$ cat src/assert_macros.svh
// assertion macros shared by the decoder modules
// no dependencies; checks compile away when SYNTHESIS is defined
`ifndef ASSERT_MACROS_SVH
`define ASSERT_MACROS_SVH
`ifndef SYNTHESIS
// property must hold at every clock edge outside reset
`define UTF8D_ASSERT(label, clk, rstn, prop) \
    label: assert property (@(posedge clk) disable iff (!rstn) (prop)) \
        else $error("utf8 decoder check failed");
// condition must never be seen outside reset
`define UTF8D_NEVER(label, clk, rstn, cond) \
    `UTF8D_ASSERT(label, clk, rstn, !(cond))
`else
`define UTF8D_ASSERT(label, clk, rstn, prop)
`define UTF8D_NEVER(label, clk, rstn, cond)
`endif
`endif

$ cat src/utf8d_pkg.sv
// shared types, status codes and lead byte decode for the utf8 stream decoder
// no dependencies
package utf8d_pkg;

    localparam int unsigned CpWidth    = 31;
    localparam int unsigned LenWidth   = 3;
    localparam int unsigned OutPayload = CpWidth + LenWidth;
    localparam int unsigned OutTdataW  = ((OutPayload + 7) / 8) * 8;

    typedef enum logic [1:0] {
        ST_OK       = 2'd0,
        ST_BAD_LEAD = 2'd1,
        ST_BAD_CONT = 2'd2,
        ST_TRUNC    = 2'd3
    } status_t;

    // one input word as held by the input register
    typedef struct packed {
        logic [7:0] in_byte;
        logic       end_of_input;
    } in_item_t;

    // one decoded result word
    typedef struct packed {
        logic [CpWidth-1:0]  code_point;
        logic [LenWidth-1:0] seq_length;
        status_t             status;
    } result_t;

    // sequence length from a lead byte, zero for an illegal lead
    function automatic logic [LenWidth-1:0] lead_length(input logic [7:0] b);
        logic [LenWidth-1:0] n;
        case (b) inside
            8'b0???????: n = 3'd1;
            8'b110?????: n = 3'd2;
            8'b1110????: n = 3'd3;
            8'b11110???: n = 3'd4;
            8'b111110??: n = 3'd5;
            8'b1111110?: n = 3'd6;
            default:     n = 3'd0;
        endcase
        return n;
    endfunction

endpackage

$ cat src/utf8d_in_stage.sv
// input register of the utf8 stream decoder
// depends on utf8d_pkg
module utf8d_in_stage import utf8d_pkg::*; (
    input  logic     aclk,
    input  logic     aresetn,
    input  logic     s_tvalid,
    output logic     s_tready,
    input  in_item_t s_item,
    input  logic     down_ready,
    output logic     item_valid,
    output in_item_t item,
    output logic     advance
);

    logic     valid_reg, valid_next;
    in_item_t item_reg;

    // word moves on whenever the output side has room
    assign advance  = valid_reg && down_ready;
    assign s_tready = !valid_reg || down_ready;

    always_comb begin
        valid_next = valid_reg;
        if (s_tvalid && s_tready) begin
            valid_next = 1'b1;
        end else if (advance) begin
            valid_next = 1'b0;
        end
    end

    // control state
    always_ff @(posedge aclk) begin
        if (!aresetn) begin
            valid_reg <= 1'b0;
        end else begin
            valid_reg <= valid_next;
        end
    end

    // payload capture
    always_ff @(posedge aclk) begin
        if (s_tvalid && s_tready) begin
            item_reg <= s_item;
        end
    end

    assign item_valid = valid_reg;
    assign item       = item_reg;

endmodule

$ cat src/utf8d_core.sv
// sequence state and single-pass decode of one byte
// depends on utf8d_pkg and assert_macros.svh
`include "assert_macros.svh"
module utf8d_core import utf8d_pkg::*; (
    input  logic     aclk,
    input  logic     aresetn,
    input  logic     advance,
    input  in_item_t item,
    output logic     res_valid,
    output result_t  res
);

    logic [CpWidth-1:0]  acc_reg, acc_next;
    logic [LenWidth-1:0] rem_reg, rem_next;
    logic [LenWidth-1:0] seq_reg, seq_next;

    logic [7:0]          b;
    logic [LenWidth-1:0] n;
    logic [LenWidth-1:0] received;
    logic [LenWidth-1:0] rem_dec;
    logic [CpWidth-1:0]  acc_shift;
    logic [6:0]          lead_mask;

    assign b         = item.in_byte;
    assign n         = lead_length(b);
    assign received  = seq_reg - rem_reg;
    assign rem_dec   = rem_reg - 3'd1;
    assign acc_shift = {acc_reg[CpWidth-7:0], b[5:0]};
    assign lead_mask = 7'h7F >> n;

    // decode of the current byte against the sequence state
    always_comb begin
        acc_next       = acc_reg;
        rem_next       = rem_reg;
        seq_next       = seq_reg;
        res_valid      = 1'b0;
        res.code_point = '0;
        res.seq_length = 3'd1;
        res.status     = ST_OK;
        if (rem_reg == 3'd0) begin
            // idle: byte is a lead
            if (n == 3'd0) begin
                res_valid  = 1'b1;
                res.status = ST_BAD_LEAD;
            end else if (n == 3'd1) begin
                res_valid      = 1'b1;
                res.code_point = {{(CpWidth-8){1'b0}}, b};
            end else if (item.end_of_input) begin
                res_valid  = 1'b1;
                res.status = ST_TRUNC;
            end else begin
                acc_next = {{(CpWidth-7){1'b0}}, b[6:0] & lead_mask};
                rem_next = n - 3'd1;
                seq_next = n;
            end
        end else if (b[7:6] != 2'b10) begin
            // bad continuation drops the sequence and this byte
            res_valid      = 1'b1;
            res.seq_length = received + 3'd1;
            res.status     = ST_BAD_CONT;
            acc_next       = '0;
            rem_next       = '0;
            seq_next       = '0;
        end else if (rem_dec == 3'd0) begin
            // last continuation completes the character
            res_valid      = 1'b1;
            res.code_point = acc_shift;
            res.seq_length = seq_reg;
            acc_next       = '0;
            rem_next       = '0;
            seq_next       = '0;
        end else if (item.end_of_input) begin
            res_valid      = 1'b1;
            res.seq_length = received + 3'd1;
            res.status     = ST_TRUNC;
            acc_next       = '0;
            rem_next       = '0;
            seq_next       = '0;
        end else begin
            acc_next = acc_shift;
            rem_next = rem_dec;
        end
    end

    // sequence state, updated only when a word is consumed
    always_ff @(posedge aclk) begin
        if (!aresetn) begin
            acc_reg <= '0;
            rem_reg <= '0;
            seq_reg <= '0;
        end else if (advance) begin
            acc_reg <= acc_next;
            rem_reg <= rem_next;
            seq_reg <= seq_next;
        end
    end

    // checks on the sequence state and results
    `UTF8D_NEVER(a_rem_range, aclk, aresetn, rem_reg > 3'd5)
    `UTF8D_ASSERT(a_seq_above_rem, aclk, aresetn,
                  (rem_reg != 3'd0) |-> (seq_reg > rem_reg && seq_reg <= 3'd6))
    `UTF8D_ASSERT(a_err_zero_cp, aclk, aresetn,
                  (res_valid && res.status != ST_OK) |-> (res.code_point == '0))
    `UTF8D_ASSERT(a_len_range, aclk, aresetn,
                  res_valid |-> (res.seq_length >= 3'd1 && res.seq_length <= 3'd6))

endmodule

$ cat src/utf8d_out_stage.sv
// output register with skid entry for decoded words
// depends on utf8d_pkg and assert_macros.svh
`include "assert_macros.svh"
module utf8d_out_stage import utf8d_pkg::*; (
    input  logic    aclk,
    input  logic    aresetn,
    input  logic    push,
    input  result_t push_res,
    output logic    up_ready,
    output logic    m_tvalid,
    input  logic    m_tready,
    output result_t m_res
);

    logic    main_v_reg, main_v_next;
    logic    skid_v_reg, skid_v_next;
    result_t main_reg, main_next;
    result_t skid_reg, skid_next;

    // ready comes straight from a register
    assign up_ready = !skid_v_reg;

    always_comb begin
        main_v_next = main_v_reg;
        skid_v_next = skid_v_reg;
        main_next   = main_reg;
        skid_next   = skid_reg;
        if (m_tready || !main_v_reg) begin
            if (skid_v_reg) begin
                main_next   = skid_reg;
                main_v_next = 1'b1;
                skid_v_next = 1'b0;
            end else begin
                main_next   = push_res;
                main_v_next = push;
            end
        end else if (push) begin
            skid_next   = push_res;
            skid_v_next = 1'b1;
        end
    end

    // control state
    always_ff @(posedge aclk) begin
        if (!aresetn) begin
            main_v_reg <= 1'b0;
            skid_v_reg <= 1'b0;
        end else begin
            main_v_reg <= main_v_next;
            skid_v_reg <= skid_v_next;
        end
    end

    // payload
    always_ff @(posedge aclk) begin
        main_reg <= main_next;
        skid_reg <= skid_next;
    end

    assign m_tvalid = main_v_reg;
    assign m_res    = main_reg;

    // checks on the skid entry
    `UTF8D_ASSERT(a_skid_needs_main, aclk, aresetn, skid_v_reg |-> main_v_reg)
    `UTF8D_NEVER(a_push_when_full, aclk, aresetn, push && skid_v_reg)
    `UTF8D_ASSERT(a_skid_on_stall, aclk, aresetn,
                  $rose(skid_v_reg) |-> $past(main_v_reg && !m_tready))

endmodule

$ cat src/utf8_stream_decoder.sv
// utf8 stream decoder, top level
// depends on utf8d_pkg, utf8d_in_stage, utf8d_core, utf8d_out_stage
//
// Decodes the original one-to-six-byte UTF-8 form, one byte per word.
// Input channel s_*: s_tdata[7:0] is the byte, s_tlast marks the final
// byte of the stream. Result channel m_*: m_tdata carries the code point
// and the sequence length, m_tuser the status (ok, bad lead, bad
// continuation, truncated). A result appears when a character completes,
// on any error, and when the stream ends inside a sequence; other bytes
// give no result. Errors drop the partial sequence and the offending byte.
// Throughput is one byte per cycle while the receiver keeps up. A result
// word passes the input register, the decode and the output register
// before m_tvalid rises; a stall can hold its byte in the input register.
// A stalled receiver first fills the skid entry behind the output
// register; s_tready then drops until the result words drain.
// Reset (aresetn low, synchronous) empties both registers and returns the
// decoder to the idle state with no partial sequence.
module utf8_stream_decoder import utf8d_pkg::*; (
    input  logic                 aclk,
    input  logic                 aresetn,
    input  logic                 s_tvalid,
    output logic                 s_tready,
    input  logic [7:0]           s_tdata,   // [7:0] in_byte
    input  logic                 s_tlast,   // end_of_input
    output logic                 m_tvalid,
    input  logic                 m_tready,
    output logic [OutTdataW-1:0] m_tdata,   // [30:0] code_point, [33:31] seq_length
    output logic [1:0]           m_tuser    // [1:0] status
);

    in_item_t s_item;
    in_item_t item;
    logic     item_valid;
    logic     advance;
    logic     down_ready;
    logic     res_valid;
    result_t  res;
    result_t  m_res;

    assign s_item.in_byte      = s_tdata;
    assign s_item.end_of_input = s_tlast;

    // input register
    utf8d_in_stage u_in (
        .aclk       (aclk),
        .aresetn    (aresetn),
        .s_tvalid   (s_tvalid),
        .s_tready   (s_tready),
        .s_item     (s_item),
        .down_ready (down_ready),
        .item_valid (item_valid),
        .item       (item),
        .advance    (advance)
    );

    // decode and sequence state
    utf8d_core u_core (
        .aclk      (aclk),
        .aresetn   (aresetn),
        .advance   (advance),
        .item      (item),
        .res_valid (res_valid),
        .res       (res)
    );

    // result register
    utf8d_out_stage u_out (
        .aclk     (aclk),
        .aresetn  (aresetn),
        .push     (advance && item_valid && res_valid),
        .push_res (res),
        .up_ready (down_ready),
        .m_tvalid (m_tvalid),
        .m_tready (m_tready),
        .m_res    (m_res)
    );

    // pack the result word
    assign m_tdata = {{(OutTdataW-OutPayload){1'b0}}, m_res.seq_length, m_res.code_point};
    assign m_tuser = m_res.status;

endmodule

$ cat config.mk
export PLATFORM = sky130hd
export DESIGN_NAME = utf8_stream_decoder
export DESIGN_NICKNAME = d
export VERILOG_FILES = /design/src/utf8d_pkg.sv /design/src/utf8d_in_stage.sv /design/src/utf8d_core.sv /design/src/utf8d_out_stage.sv /design/src/utf8_stream_decoder.sv
export VERILOG_INCLUDE_DIRS = /design/src /design/src/src
export SDC_FILE = /design/constraint.sdc
export NUM_CORES = 1
export LEC_CHECK = 0
export BUFFER_PORTS_ARGS = -buffer_cell sky130_fd_sc_hd__buf_2
export CAP_MARGIN = 40
export CORE_MARGIN = 5
export CORE_UTILIZATION = 62
export DETAILED_ROUTE_END_ITERATION = 10
export PLACE_DENSITY = 0.83
export SYNTH_ARGS = -nofsm -noshare
export SYNTH_HDL_FRONTEND = slang
export SYNTH_SLANG_ARGS = --single-unit
$ cat constraint.sdc
create_clock -name aclk -period 6.24 [get_ports aclk]
set_input_delay 1.248 -clock aclk [delete_from_list [all_inputs] [get_ports aclk]]
set_output_delay 1.248 -clock aclk [all_outputs]
set_load 0.05 [all_outputs]
==> results by stage <==
Yosys:
- The synthesized area divided by synthesized cell count is 12.8 µm².
- The leading cell type by number of instances after synthesis is sky130_fd_sc_hd__edfxtp_1.
- Sorting the synthesized cells by how often they occur yields sky130_fd_sc_hd__edfxtp_1 (81), sky130_fd_sc_hd__mux2_2 (35), sky130_fd_sc_hd__dfxtp_1 (34).
- The prevailing post-synth register cell is sky130_fd_sc_hd__edfxtp_1.
- The area share of the largest cell type after synthesis is 0.485.
- The number of warnings issued by yosys is 0.
- Summing every instance area after synthesis gives 5010 µm².
- The gate count of the mapped netlist is 392.
- In this run, synthesis inferred 81 flip-flops with an integrated enable.
- The async set-reset flop share out of synthesis is 0.
- The number of distinct standard cells referenced by the synthesized netlist is 52.
- The largest total area in the synthesized netlist belongs to sky130_fd_sc_hd__edfxtp_1.
- After synthesis, the cell types taking the most area are sky130_fd_sc_hd__edfxtp_1 (49%), sky130_fd_sc_hd__dfxtp_1 (14%), sky130_fd_sc_hd__mux2_2 (7.9%).
- The number of synthesized register bits is 115.
- The share of the Yosys chip area taken by registers is 0.621.

Die:
- The die is 99.9 µm wide.
- The die covers 9990 µm².
- The effective utilization at floorplan is 0.642.
- 57 I/O pins were placed.
- The core region is 7810 µm².
- The overall die height is 99.9 µm.
- The initialized floorplan defines 32 standard-cell rows.

STA:
- The hold violation count in the final report came to 0.
- The clock skew after layout is 15.8 ps.
- Timing would allow up to 327 MHz.
- Measured against its own limit, the worst slew margin works out to 0.472.
- The number of slew-limit violations in the final report is 0.
- Setup violations remaining at the end of the flow were counted as 0.
- In the post-route analysis, the smallest setup slack over all paths is 3180 ps.
- The tightest hold path in the finished design has a slack of 450 ps.
- Setup repair after global routing left no endpoint under its margin.
- The worst path in the final design needs a cycle of 3060 ps, including I/O delays and setup.
- At the pin with the least slew margin, the transition time is 791 ps.
- Dividing the final minimum period by the clock period gives 0.491.
- The setup total negative slack is 0 ps.

CTS:
- In this run the clock root is driven by a sky130_fd_sc_hd__clkbuf_8.
- The total clock sinks is 115.
- The buffers inserted during post-CTS setup optimization is 0.
- The buffer levels on the longest clock path is 2.
- Buffers inserted during clock tree synthesis total 17.
- Hold repair after CTS inserted 0 buffers.
- Once the clock tree was built, the resizer swapped 0 gates to a different size.
- The clock tree from TritonCTS is yes.
- The insertion delay to the later sink of the worst-skew pair is 520 ps.
- The clock-pin slew on the worst setup and hold paths is 60 ps.
- The number of H-tree branching levels is 4.

Global routing:
- Across every metal layer, demand over resource in global routing totals 0.213.
- The largest net degree at the start of global routing is 42.
- The total overflow left after global routing is 0.
- The met3 track demand over resource in global routing is 0.0695.
- The first global-routing pass estimated 16400 µm of wire.
- The busiest layer in global routing is met2.
- The number of global-route vias before repair came to 3293.
- The number of antenna violations at the first check in global routing came to 0.
- The global routing usage on met2 is 0.366.
- In the global route stage, met1 resource usage came out at 0.253.

Placed design:
- The final estimated routing congestion in global placement is 0.887.
- Before CTS, the worst setup slack after placement is 3190 ps.
- The number of I/O port buffers is 50.
- Detailed placement ended at an HPWL of 6080 µm.

Routing:
- In this run the remaining antenna-violating nets after routing total 0.
- After detailed routing, the average wire length per cell comes to 17.7 µm.
- Wires add up to 9920 µm.
- The via count of the routed design is 3281.
- The number of detailed-route iterations in the first pass is 6.
- The initial detailed-routing violation count is 262.
- The via-per-instance ratio is 5.85.
- In the routed design, unresolved DRC markers number 0.

Power and ir drop:
- Summed over all cells, the static leakage comes to 0.00238 µW.
- Power spread over the standard cell area amounts to 346 nW/µm².
- The peak supply drop is 0.000215 V.

Critical path:
- STA classifies the critical path endpoint as a flip-flop.
- The worst setup path is of the flip-flop to flip-flop kind.
- The data arrival time of the critical path is 3290 ps.
- The data required time of the critical path is 6470 ps.
- STA classifies the critical path startpoint as a flip-flop.
- In this run the worst path has a maximum fanout of 31.

Final layout:
- The synthesis-to-layout area growth is 19.0%.
- In the final layout, the share of cells above drive strength 1 is 0.305.
- For this run, the post-layout net count is 469.
- In the final layout, the multi-input gates occupy 1730 µm².
- Counting the fill cells in the layout gives 464.
- The area occupied by registers is 3110 µm².
- The antenna diode instance count is 0.

Outcome:
- The flow ran to the end, and the final reports show no timing, DRC or antenna violations.

Hold path:
- The path class of the tightest hold or removal check is flip-flop to flip-flop.

Flow run:
- The max-cap check violation count is 0.
-- power by group --
group	switching (µW)	total, µW	internal [µW]
clock	354	1020	665
sequential	12.2	855	843
combinational	139	192	53.1
total	505	2070	1560
-- worst max-delay path, stage by stage (launching register included) --
cell and delay, ps:
sky130_fd_sc_hd__edfxtp_1 460, sky130_fd_sc_hd__a21boi_0 160, sky130_fd_sc_hd__o21ai_0 460, sky130_fd_sc_hd__inv_1 180, sky130_fd_sc_hd__ha_1 300, sky130_fd_sc_hd__nor2_1 370, sky130_fd_sc_hd__o21ai_0 210, sky130_fd_sc_hd__and4b_1 310
sky130_fd_sc_hd__buf_4 290
-- layout make-up --
| class | count | area share |
|---|---|---|
| Timing Repair Buffer | 56 | 0.0553 |
| Tap cell | 102 | 0.0214 |
| Sequential cell | 115 | 0.521 |
| Inverter | 12 | 0.00755 |
| Multi-Input combinational cell | 244 | 0.289 |
| Clock inverter | 14 | 0.0333 |
| Clock buffer | 18 | 0.0717 |
-- through the flow --
step	total power, µW	util	instances	area [µm²]
final	2070	0.765	561	5970
after global routing	2130	0.765	561	5970
after CTS	2080	0.765	561	5970
after detailed placement	1060	0.684	529	5340
after global placement	1050	0.677	526	5290
after floorplan	1020	-	397	5030
-- kinds of logic (layout without fill, tap and decap cells) --
logic type,count (synthesis),after routing,synth area share
adders and majority gates,10,10,0.0250
xor gates and xnor gates,5,5,0.00873
and+or+nand+nor,130,130,0.141
muxes,35,35,0.0786
other,1,6,0.000748
buffers and inverters,38,100,0.0392
AOI/OAI and AO/OA,58,58,0.0861
DFF,115,115,0.621
-- final timing paths --
kind,from,cells after the start,slack [ps],end
setup / recovery,u_in.item[5],8,3180,u_out.skid_reg[35]
hold / removal,u_core.acc_reg[22],2,450,u_core.acc_reg[22]
setup reg to reg,u_in.item[5],8,3180,u_out.skid_reg[35]
hold reg to reg,u_core.acc_reg[22],2,450,u_core.acc_reg[22]
-- routing by layer --
layer	routed length, µm	vias up
li1	-	1525
met1	3900	1610
met2	5250	123
met3	576	23
met4	195	0
met5	0	-
-- placed cells by master, fill, tap and decap left out, drive strengths merged, types with 4 or more instances in the layout --
cell type | synthesis | routed
edfxtp | 81 | 81
buf | 18 | 56
mux2 | 35 | 35
dfxtp | 34 | 34
nand2 | 32 | 32
and2 | 32 | 32
nand3 | 31 | 31
a21boi | 22 | 22
clkbuf | 8 | 18
inv | 12 | 17
o21ai | 13 | 13
nor2 | 11 | 11
ha | 10 | 10
a21oi | 6 | 6
conb | 1 | 6
xnor2 | 4 | 4
nand4 | 4 | 4
bufinv | 0 | 4
nor3 | 4 | 4
clkinv | 0 | 4
No activity file was read; power rests on OpenSTA's default activity.
